==> src/design/mgcpc_pkg.sv <==
`timescale 1ns / 1ps

package mgcpc_pkg;

    localparam int unsigned IDLE_W   = 17;
    localparam int unsigned SECS_W   = 16;
    localparam int unsigned TOTAL_W  = 4;
    localparam int unsigned CFG_IDX_W = 2;

    localparam logic [IDLE_W-1:0] IDLE_MAX = {IDLE_W{1'b1}};

    localparam logic [SECS_W-1:0] ARM_WINDOW_RESET  = 16'd20;
    localparam logic [SECS_W-1:0] POST_RECORD_RESET = 16'd30;
    localparam logic [SECS_W-1:0] BOOT_IDLE_RESET   = 16'd60;

    localparam logic [CFG_IDX_W-1:0] CFG_GATE_ENABLE = 2'd0;
    localparam logic [CFG_IDX_W-1:0] CFG_ARM_WINDOW  = 2'd1;
    localparam logic [CFG_IDX_W-1:0] CFG_POST_RECORD = 2'd2;
    localparam logic [CFG_IDX_W-1:0] CFG_BOOT_IDLE   = 2'd3;

    typedef enum logic [2:0] {
        CMD_TICK    = 3'd0,
        CMD_MOTION  = 3'd1,
        CMD_REQUIRE = 3'd2,
        CMD_RELEASE = 3'd3,
        CMD_REC_END = 3'd4,
        CMD_SET_REC = 3'd5
    } t_cmd;

    typedef enum logic [1:0] {
        KIND_BOOT   = 2'd0,
        KIND_REC    = 2'd1,
        KIND_MOTION = 2'd2
    } t_kind;

    typedef struct packed {
        logic              gate_enable;
        logic [SECS_W-1:0] arm_window_secs;
        logic [SECS_W-1:0] post_record_secs;
        logic [SECS_W-1:0] boot_idle_secs;
    } t_cfg;

    typedef struct packed {
        logic               camera_active;
        logic               granted;
        logic               suspended_now;
        logic               resumed_now;
        logic [TOTAL_W-1:0] client_total;
    } t_result;

endpackage

==> src/design/mgcpc_cfg.sv <==
`timescale 1ns / 1ps

module mgcpc_cfg (
    input  logic                                i_clk,
    input  logic                                i_rst_n,
    input  logic                                i_cfg_we,
    input  logic [mgcpc_pkg::CFG_IDX_W-1:0]     i_cfg_index,
    input  logic [mgcpc_pkg::SECS_W-1:0]        i_cfg_data,
    output mgcpc_pkg::t_cfg                     o_cfg
);

    mgcpc_pkg::t_cfg r_cfg;

    always_ff @(posedge i_clk) begin
        if (!i_rst_n) begin
            r_cfg.gate_enable      <= 1'b0;
            r_cfg.arm_window_secs  <= mgcpc_pkg::ARM_WINDOW_RESET;
            r_cfg.post_record_secs <= mgcpc_pkg::POST_RECORD_RESET;
            r_cfg.boot_idle_secs   <= mgcpc_pkg::BOOT_IDLE_RESET;
        end else if (i_cfg_we) begin
            case (i_cfg_index)
                mgcpc_pkg::CFG_GATE_ENABLE: r_cfg.gate_enable      <= i_cfg_data[0];
                mgcpc_pkg::CFG_ARM_WINDOW:  r_cfg.arm_window_secs  <= i_cfg_data;
                mgcpc_pkg::CFG_POST_RECORD: r_cfg.post_record_secs <= i_cfg_data;
                mgcpc_pkg::CFG_BOOT_IDLE:   r_cfg.boot_idle_secs   <= i_cfg_data;
                default: begin
                end
            endcase
        end
    end

    assign o_cfg = r_cfg;

endmodule

==> src/design/mgcpc_core.sv <==
`timescale 1ns / 1ps

module mgcpc_core #(
    parameter int unsigned MAX_CLIENTS = 15
) (
    input  logic                 i_clk,
    input  logic                 i_rst_n,
    input  logic                 i_step,
    input  mgcpc_pkg::t_cmd      i_cmd,
    input  logic                 i_flag,
    input  mgcpc_pkg::t_cfg      i_cfg,
    output mgcpc_pkg::t_result   o_result
);

    localparam int unsigned CNT_W = $clog2(MAX_CLIENTS + 1);
    localparam logic [CNT_W-1:0] CNT_MAX = CNT_W'(MAX_CLIENTS);

    logic                          r_active;
    mgcpc_pkg::t_kind              r_kind;
    logic [mgcpc_pkg::IDLE_W-1:0]  r_idle;
    logic [CNT_W-1:0]              r_cnt;
    logic                          r_rec;

    logic                          n_active;
    mgcpc_pkg::t_kind              n_kind;
    logic [mgcpc_pkg::IDLE_W-1:0]  n_idle;
    logic [CNT_W-1:0]              n_cnt;
    logic                          n_rec;

    logic                          w_en;
    logic                          w_granted;
    logic                          w_suspended;
    logic                          w_resumed;
    logic [mgcpc_pkg::SECS_W-1:0]  w_timeout;
    logic [CNT_W+mgcpc_pkg::TOTAL_W-1:0] w_cnt_ext;

    assign w_en = i_cfg.gate_enable;

    always_comb begin
        n_active    = r_active;
        n_kind      = r_kind;
        n_idle      = r_idle;
        n_cnt       = r_cnt;
        n_rec       = r_rec;
        w_granted   = 1'b0;
        w_suspended = 1'b0;
        w_resumed   = 1'b0;
        w_timeout   = i_cfg.arm_window_secs;

        if (!w_en && !r_active) begin
            n_active  = 1'b1;
            n_kind    = mgcpc_pkg::KIND_MOTION;
            n_idle    = '0;
            w_resumed = 1'b1;
        end

        case (n_kind)
            mgcpc_pkg::KIND_BOOT: w_timeout = i_cfg.boot_idle_secs;
            mgcpc_pkg::KIND_REC:  w_timeout = i_cfg.post_record_secs;
            default:              w_timeout = i_cfg.arm_window_secs;
        endcase

        case (i_cmd)
            mgcpc_pkg::CMD_TICK: begin
                if (n_idle != mgcpc_pkg::IDLE_MAX) begin
                    n_idle = n_idle + 1'b1;
                end
                if (w_en && n_active && !n_rec && (n_cnt == '0) &&
                    (n_idle > {1'b0, w_timeout})) begin
                    n_active    = 1'b0;
                    w_suspended = 1'b1;
                end
            end
            mgcpc_pkg::CMD_MOTION: begin
                n_kind = mgcpc_pkg::KIND_MOTION;
                n_idle = '0;
                if (w_en && !n_active) begin
                    n_active  = 1'b1;
                    w_resumed = 1'b1;
                end
            end
            mgcpc_pkg::CMD_REQUIRE: begin
                w_granted = 1'b1;
                if (w_en) begin
                    if (!n_active) begin
                        n_active  = 1'b1;
                        n_kind    = mgcpc_pkg::KIND_MOTION;
                        n_idle    = '0;
                        w_resumed = 1'b1;
                    end
                    if (n_cnt < CNT_MAX) begin
                        n_cnt = n_cnt + 1'b1;
                    end
                end
            end
            mgcpc_pkg::CMD_RELEASE: begin
                if (w_en && (n_cnt != '0)) begin
                    n_cnt = n_cnt - 1'b1;
                end
            end
            mgcpc_pkg::CMD_REC_END: begin
                if (w_en) begin
                    n_kind = mgcpc_pkg::KIND_REC;
                    n_idle = '0;
                end
            end
            mgcpc_pkg::CMD_SET_REC: begin
                if (w_en) begin
                    n_rec = i_flag;
                end
            end
            default: begin
            end
        endcase
    end

    always_ff @(posedge i_clk) begin
        if (!i_rst_n) begin
            r_active <= 1'b1;
            r_kind   <= mgcpc_pkg::KIND_BOOT;
            r_idle   <= '0;
            r_cnt    <= '0;
            r_rec    <= 1'b0;
        end else if (i_step) begin
            r_active <= n_active;
            r_kind   <= n_kind;
            r_idle   <= n_idle;
            r_cnt    <= n_cnt;
            r_rec    <= n_rec;
        end
    end

    assign w_cnt_ext = {{mgcpc_pkg::TOTAL_W{1'b0}}, n_cnt};

    assign o_result.camera_active = n_active;
    assign o_result.granted       = w_granted;
    assign o_result.suspended_now = w_suspended;
    assign o_result.resumed_now   = w_resumed;
    assign o_result.client_total  = w_cnt_ext[mgcpc_pkg::TOTAL_W-1:0];

`ifndef SYNTHESIS
    a_no_suspend_and_resume: assert property (@(posedge i_clk) disable iff (!i_rst_n)
        !(w_suspended && w_resumed))
        else $error("suspend and resume in the same word");

    a_count_bounded: assert property (@(posedge i_clk) disable iff (!i_rst_n)
        r_cnt <= CNT_MAX)
        else $error("client count above its limit");

    a_disabled_keeps_active: assert property (@(posedge i_clk) disable iff (!i_rst_n)
        (i_step && !w_en) |=> r_active)
        else $error("camera in standby after a step with the gate disabled");

    a_suspend_clears_active: assert property (@(posedge i_clk) disable iff (!i_rst_n)
        (i_step && w_suspended) |=> (!r_active && (r_cnt == '0)))
        else $error("suspend left the camera active or with clients");
`endif

endmodule

==> src/design/motion_gated_camera_power_control_top.sv <==
`timescale 1ns / 1ps

// Channel   Handshake                      Payload
// in        i_in_valid / o_in_ready        i_command, i_recording_flag
// out       o_out_valid / i_out_ready      o_camera_active, o_granted, o_suspended_now,
//                                          o_resumed_now, o_client_total
// cfg       i_cfg_we                       i_cfg_index, i_cfg_data
//
// A word is registered at the input, evaluated combinationally against the state and
// written to the output register (which drives o_out_valid) with the state update.
// One word per cycle is sustained while i_out_ready stays high.
// Synchronous active-low reset restores the register defaults and the boot state.
// A stalled output holds the input register; o_in_ready falls only when both are full.

module motion_gated_camera_power_control_top #(
    parameter int unsigned MAX_CLIENTS = 15
) (
    input  logic                              i_clk,
    input  logic                              i_rst_n,
    input  logic                              i_in_valid,
    output logic                              o_in_ready,
    input  logic [2:0]                        i_command,
    input  logic                              i_recording_flag,
    output logic                              o_out_valid,
    input  logic                              i_out_ready,
    output logic                              o_camera_active,
    output logic                              o_granted,
    output logic                              o_suspended_now,
    output logic                              o_resumed_now,
    output logic [mgcpc_pkg::TOTAL_W-1:0]     o_client_total,
    input  logic                              i_cfg_we,
    input  logic [mgcpc_pkg::CFG_IDX_W-1:0]   i_cfg_index,
    input  logic [mgcpc_pkg::SECS_W-1:0]      i_cfg_data
);

    logic                 r_in_valid;
    mgcpc_pkg::t_cmd      r_cmd;
    logic                 r_flag;
    logic                 r_out_valid;
    mgcpc_pkg::t_result   r_out;

    logic                 w_adv;
    logic                 w_in_take;
    mgcpc_pkg::t_cfg      w_cfg;
    mgcpc_pkg::t_result   w_result;

    assign w_adv      = r_in_valid && (!r_out_valid || i_out_ready);
    assign o_in_ready = !r_in_valid || w_adv;
    assign w_in_take  = i_in_valid && o_in_ready;

    mgcpc_cfg u_cfg (
        .i_clk       (i_clk),
        .i_rst_n     (i_rst_n),
        .i_cfg_we    (i_cfg_we),
        .i_cfg_index (i_cfg_index),
        .i_cfg_data  (i_cfg_data),
        .o_cfg       (w_cfg)
    );

    mgcpc_core #(
        .MAX_CLIENTS (MAX_CLIENTS)
    ) u_core (
        .i_clk    (i_clk),
        .i_rst_n  (i_rst_n),
        .i_step   (w_adv),
        .i_cmd    (r_cmd),
        .i_flag   (r_flag),
        .i_cfg    (w_cfg),
        .o_result (w_result)
    );

    always_ff @(posedge i_clk) begin
        if (!i_rst_n) begin
            r_in_valid <= 1'b0;
        end else if (w_in_take) begin
            r_in_valid <= 1'b1;
        end else if (w_adv) begin
            r_in_valid <= 1'b0;
        end
    end

    always_ff @(posedge i_clk) begin
        if (w_in_take) begin
            r_cmd  <= mgcpc_pkg::t_cmd'(i_command);
            r_flag <= i_recording_flag;
        end
    end

    always_ff @(posedge i_clk) begin
        if (!i_rst_n) begin
            r_out_valid <= 1'b0;
        end else if (w_adv) begin
            r_out_valid <= 1'b1;
        end else if (i_out_ready) begin
            r_out_valid <= 1'b0;
        end
    end

    always_ff @(posedge i_clk) begin
        if (w_adv) begin
            r_out <= w_result;
        end
    end

    assign o_out_valid     = r_out_valid;
    assign o_camera_active = r_out.camera_active;
    assign o_granted       = r_out.granted;
    assign o_suspended_now = r_out.suspended_now;
    assign o_resumed_now   = r_out.resumed_now;
    assign o_client_total  = r_out.client_total;

`ifndef SYNTHESIS
    a_held_word_kept: assert property (@(posedge i_clk) disable iff (!i_rst_n)
        (r_in_valid && !w_adv) |=> (r_in_valid && $stable(r_cmd) && $stable(r_flag)))
        else $error("pending input word lost while output stalled");

    a_stalled_result_kept: assert property (@(posedge i_clk) disable iff (!i_rst_n)
        (r_out_valid && !i_out_ready) |=> (r_out_valid && $stable(r_out)))
        else $error("result overwritten while output stalled");

    a_advance_needs_slot: assert property (@(posedge i_clk) disable iff (!i_rst_n)
        w_adv |=> r_out_valid)
        else $error("evaluated word did not reach the output register");
`endif

endmodule
==> config.mk <==
export PLATFORM = sky130hd
export DESIGN_NAME = motion_gated_camera_power_control_top
export DESIGN_NICKNAME = d
export VERILOG_FILES = /design/src/design/mgcpc_pkg.sv /design/src/design/mgcpc_cfg.sv /design/src/design/mgcpc_core.sv /design/src/design/motion_gated_camera_power_control_top.sv
export SDC_FILE = /design/constraint.sdc
export NUM_CORES = 1
export LEC_CHECK = 0
export ABC_AREA = 1
export BUFFER_PORTS_ARGS = -buffer_cell sky130_fd_sc_hd__buf_4
export CORE_MARGIN = 2
export CORE_UTILIZATION = 27
export DETAILED_ROUTE_END_ITERATION = 8
export PLACE_DENSITY_LB_ADDON = 0.25
export SLEW_MARGIN = 20
export SYNTH_ARGS = -nofsm -noshare
export SYNTH_HDL_FRONTEND = slang
export SYNTH_HIERARCHICAL = 1
export SYNTH_SLANG_ARGS = --single-unit
export TNS_END_PERCENT = 20
==> constraint.sdc <==
create_clock -name i_clk -period 4.8 [get_ports i_clk]
set_input_delay 0.48 -clock i_clk [delete_from_list [all_inputs] [get_ports i_clk]]
set_output_delay 0.48 -clock i_clk [all_outputs]
set_load 0.02 [all_outputs]
### Yosys cells after proc, flatten, opt, wreduce, memory -nomap -nowiden

Cells that the tools add are included.

| storage, ports and cells | value |
|---|---|
| logic and storage cells | 95 |
| register bits after elaboration | 88 |
| bits of input ports | 27 |
| output and inout bits | 10 |

| cells by class | value |
|---|---|
| equality and inequality tests | 10 |
| reductions and logical operators | 29 |
| $add $sub $neg | 3 |
| magnitude comparators | 2 |
| multiplexer cells | 33 |

Operators by type and width:

| kind | count |
|---|---|
| two-way mux 17 bit | 6 |
| case mux 17 bit (4 select lines) | 1 |
| case mux 16 bit (2 select lines) | 1 |
| adder 17 x 1 -> 17 bit (second input constant) | 1 |
| greater-than comparator 17 x 16 -> 1 bit | 1 |
| inequality test 17 bit (second input constant) | 1 |
| two-way mux 1 bit | 14 |
| two-way mux 4 bit | 3 |
| logical AND 1 bit | 9 |
| two-way mux 2 bit | 4 |
| case mux 4 bit (2 select lines) | 1 |
| AND reduction 2 bit | 4 |
| equality test 3 x 2 -> 1 bit (second input constant) | 2 |
| equality test 3 bit (second input constant) | 2 |
| zero test 1 bit | 6 |
| case mux 2 bit (3 select lines) | 1 |
| adder 4 x 1 -> 4 bit (second input constant) | 1 |
| equality test 2 x 1 -> 1 bit (second input constant) | 2 |
| equality test 2 bit (second input constant) | 2 |
| zero test 2 bit | 2 |
| zero test 4 bit | 1 |
| < comparator 4 bit (second input constant) | 1 |
| nonzero test 2 bit | 2 |
| nonzero test 4 bit | 1 |
| 7 further kinds | 8 |

### Logic depth before layout (Yosys ltp)

| logic depth | value |
|---|---|
| depth after elaboration | 10 |
| depth in mapped cells | 30 |
| gate-level depth less buffers | 27 |

### Hierarchy

The synthesis kept the hierarchy.

By module, submodules not included:

| module | sequential area each (um2) | cells an instance | times used | area an instance (um2) |
|---|---|---|---|---|
| mgcpc_core | 500.5 | 427 | 1 | 2796.4 |
| mgcpc_cfg | 980.9 | 299 | 1 | 1974.4 |
| motion_gated_camera_power_control_top | 400.4 | 25 | 1 | 455.4 |

### Worst setup path before layout

OpenSTA, ideal clock, no wires.

| timing | value |
|---|---|
| path type | register to register |
| from | register u_cfg.r_cfg, in the netlist u_cfg/o_cfg[48] |
| to | register r_out, in the netlist o_camera_active (data pin) |
| stages on the path, launching flop included | 29 |
| buffers on the path | 3 |
| required time | 4549 ps |
| library setup time | 251 ps |
| setup slack | 1354 ps |
| clock period less this slack | 3446 ps |
| arrival | 3195 ps |
| cell sequence | dfxtp_1 buf_4 nor2_8 buf_6 nor2_1 ha_1 inv_1 nor3_4 nand2_2 nor2_4 nand2_4 mux2_2 ha_1 nand2_1 inv_1 nand3_1 nand2_1 nand2_1 nand3_1 nand2_1 nand2_1 nand2_1 nand2_1 nand2_1 nand2_1 nand2_1 nand2_1 nand2_1 buf_4 |

| between the ends | value |
|---|---|
| cells in the longest elaborated chain, start to end | 10 |
| elaborated cells between the ends (all ways) | 23 |
| classes of those cells | 1 x add/sub; 1 x order compare; 2 x eq/ne; 10 x mux; 9 x reduce/logical |

Ends and longest elaborated chain:

| item | RTL line | source |
|---|---|---|
| start: declaration | mgcpc_cfg.sv:12 | `mgcpc_pkg::t_cfg r_cfg;` |
| zero test 1 bit | mgcpc_core.sv:50 | `if (!w_en && !r_active) begin` |
| logical AND 1 bit | mgcpc_core.sv:50 |  |
| two-way mux 17 bit | mgcpc_core.sv:50 |  |
| adder 17 x 1 -> 17 bit or inequality test 17 bit (tied branches) | mgcpc_core.sv:66, mgcpc_core.sv:65 |  |
| two-way mux 17 bit | mgcpc_core.sv:65 | `if (n_idle != mgcpc_pkg::IDLE_MAX) begin` |
| two-way mux 17 bit | mgcpc_core.sv:63 | `case (i_cmd)` |
| greater-than comparator 17 x 16 -> 1 bit | mgcpc_core.sv:69 | `(n_idle > {1'b0, w_timeout})) begin` |
| logical AND 1 bit | mgcpc_core.sv:68 | `if (w_en && n_active && !n_rec && (n_cnt == '0) &&` |
| two-way mux 1 bit | mgcpc_core.sv:68 |  |
| case mux 1 bit (3 select lines) (*) | mgcpc_core.sv:63 |  |
| named net u_core.n_active | mgcpc_core.sv:24 | `logic n_active;` |
| end signal: assignment | motion_gated_camera_power_control_top.sv:101 | `r_out <= w_result;` |
| end: declaration | motion_gated_camera_power_control_top.sv:40 | `mgcpc_pkg::t_result r_out;` |

Mark *: on every way through the listed nets, which the timed path passes. The rest lies on a longest branch. The select of a mux whose other input is x is not followed.
A chain may end at the register's enable or synchronous reset.

==> qor.csv <==
metric,value,unit
post-synth-top-count-cell,nand2_1,
post_route_cells_drive_above_1_share,0.122,
routabilityCongestion,0.875,
timing.rr.start,u_cfg/o_cfg[48],
synth.area.top_cells,"dfxtp_1 (29%), nand2_1 (14%), nor2_1 (8.5%)",
hold_buffers,0,
grt_max_degree,61,
grt_util_all_layers,0.133,
synthToLayoutAreaGrowth,14.3,%
antenna_left,0,
cp.arrival,3.96,ns
powerDensity,310,nW/um^2
first_global_vias,4205,
detail_route.wl_per_cell,12.6,um
hpwl,9110,um
path_max_fanout,16,
antenna_cells,0,
htree_levels,3,
dp.cells,1021,
clkLatencyLatePin,0.35,ns
finalWirelength,13100,um
post_cts_resized,0,
synth_area,5230,um^2
async_reset_ff_frac,0,
drt_first_pass_iters,5,
crit_top_cell,nand2_1,
via_count,4549,
rr_endpoint,o_camera_active,
relSlewSlack,0.451,
numPortBuffers,36,
p_leak,2.80,nW
finalMaxSlewViolations,0,
period_share,0.803,
avgSynthCellArea,6.96,um^2
ys.flop_type,dfxtp_1,
syn_nets,797,
core-area,18800,um^2
cp-endpoint,o_camera_active,
yosys.area.top_type,dfxtp_1,
cp.required,4.91,ns
fin_area,5970,um^2
timing.critical_path.to_type,register,
worstHoldPathType,input pin to register,
die_w,143,um
numCtsBuffers,9,
slowest_delay,0.61,ns
cts_setup_buffers,0,
viasPerCell,4.39,
fp.dieArea,20500,um^2
ys_seq_elements,88,
cts_buffer_depth,2,
die_y,143,um
placed_cell_area,5670,um^2
yosysWarnings,6,
synthCells,751,
critPathLaunch,u_cfg/o_cfg[48],
ir_worst_vdd,0.163,mV
cts.sinks,88,
antenna_found_initial,0,
clkSlewWorstSetupHoldPaths,0.07,ns
cts_root_buffer,clkbuf_16,
synth-seq-area-share,0.360,
gr-total-overflow,0,
synth-edff-count,12,
cts_tree,yes,
finalNonFillerCells,1037,
startpoint_type,register,
rr_worst_depth,25,
row_count,50,
max_freq,260,MHz
yosysTopAreaCellShare,0.291,
finClkSkew,0.00944,ns
tightest_slew,0.823,ns
drtIter0Drc,235,
drc,0,
final-setup-viol-count,0,
final_nets,818,
rrSetupSlack,0.95,ns
io_pins,37,
fin_crit,3.85,ns
rsz0062_at_grt,false,
slowest_stage,dfxtp_1,
finalSetupTns,0,ns
hold_viol,0,
critPathKind,register to register,
maxCapViolCount,0,
start_util,0.278,
grt_pass1_wl,21500,um
netlist_top_cells_count,"nand2_1 (195), nor2_1 (118), inv_1 (104), dfxtp_1 (76), a21oi_1 (34)",
ys_types,40,
status,"finished, final reports clean",
-- routing by layer --
layer  part of all wire  track usage  vias up  routed length [um]
li1                   -            -     2426                   -
met1               0.51        0.189     2032                6630
met2               0.44        0.201       79                5680
met3              0.043       0.0265       12                 561
met4              0.014       0.0474        0                 188
met5                  0            0        -                   0
-- registers in the layout (all words and copies together) (netlist names), 2 cells and up --
name,count
u_cfg/o_cfg,49
u_core/r_idle,17
o_client_total,4
u_core/r_cnt,4
r_cmd,3
u_core/r_kind,2
-- how the worst min path moves through the flow --
stage | start | to | slack, ns | cells after the start
final | i_command[1] | r_cmd[1] | 0.30 | 1
after global routing | i_command[0] | r_cmd[0] | 0.29 | 1
after CTS | i_command[0] | r_cmd[0] | 0.29 | 1
after detailed placement | u_cfg/o_cfg[4] | u_cfg/o_cfg[4] | 0.46 | 2
after global placement | u_core/r_idle[6] | u_core/r_idle[6] | 0.46 | 2
after floorplan | u_core/r_rec | u_core/r_rec | 0.43 | 2
-- power by group --
part / switching (W) / total (W) / internal (W)
Sequential: 0.0000261 / 0.000813 / 0.000787
Combinational: 0.000195 / 0.000307 / 0.000112
Clock: 0.000298 / 0.000734 / 0.000436
-- cells by family after synthesis --
family | Yosys count | synth area share
flops | 88 | 0.360
fa+ha+maj | 19 | 0.0455
simple gates | 378 | 0.312
mux | 1 | 0.00215
compound gates | 110 | 0.138
xor+xnor | 16 | 0.0268
buf+inv | 139 | 0.115
-- layout by cell type (no fill, tap or decap), types with 4 or more instances in the layout --
cell type,count
xnor2_1,5
nor3_1,5
nand4_1,6
o21ai_0,23
nand3_2,4
nand2_2,8
a31oi_1,6
ha_1,19
dfxtp_1,76
a221oi_2,7
a21oi_1,33
xor2_1,11
nor2_1,118
o211ai_1,4
inv_1,104
nor2_2,5
edfxtp_1,12
nand2_1,195
o22ai_1,15
buf_4,41
clkbuf_1,4
clkbuf_16,10
nand3_1,25
o21bai_1,12
-- stage by stage --
stage	worst slack, ns	util	total power [W]	hold WS [ns]
3_3_place_gp	1.02	0.301	0.00114	0.455
2_1_floorplan	1.35	-	0.00105	0.429
5_1_grt	0.574	0.317	0.00195	0.288
4_1_cts	0.944	0.317	0.00188	0.289
3_5_place_dp	0.967	0.301	0.00114	0.460
6_report	0.947	0.317	0.00185	0.300
-- worst max-delay path, delay by kind of cell, from the launching register on --
kind,cells,cell delay [ns]
simple gates,20,1.93
flops,1,0.61
fa+ha+maj,2,0.52
mux,1,0.33
buf+inv,2,0.16
-- layout make-up --
class	count	area (um^2)
sequential	88	1880
clock buffer	14	265
timing repair buffer	41	308
fill	2107	12900
inverter	108	410
tap	260	325
multi-input combinational	524	2750
clock inverter	2	37.5
(Power assumes the default switching activity.)
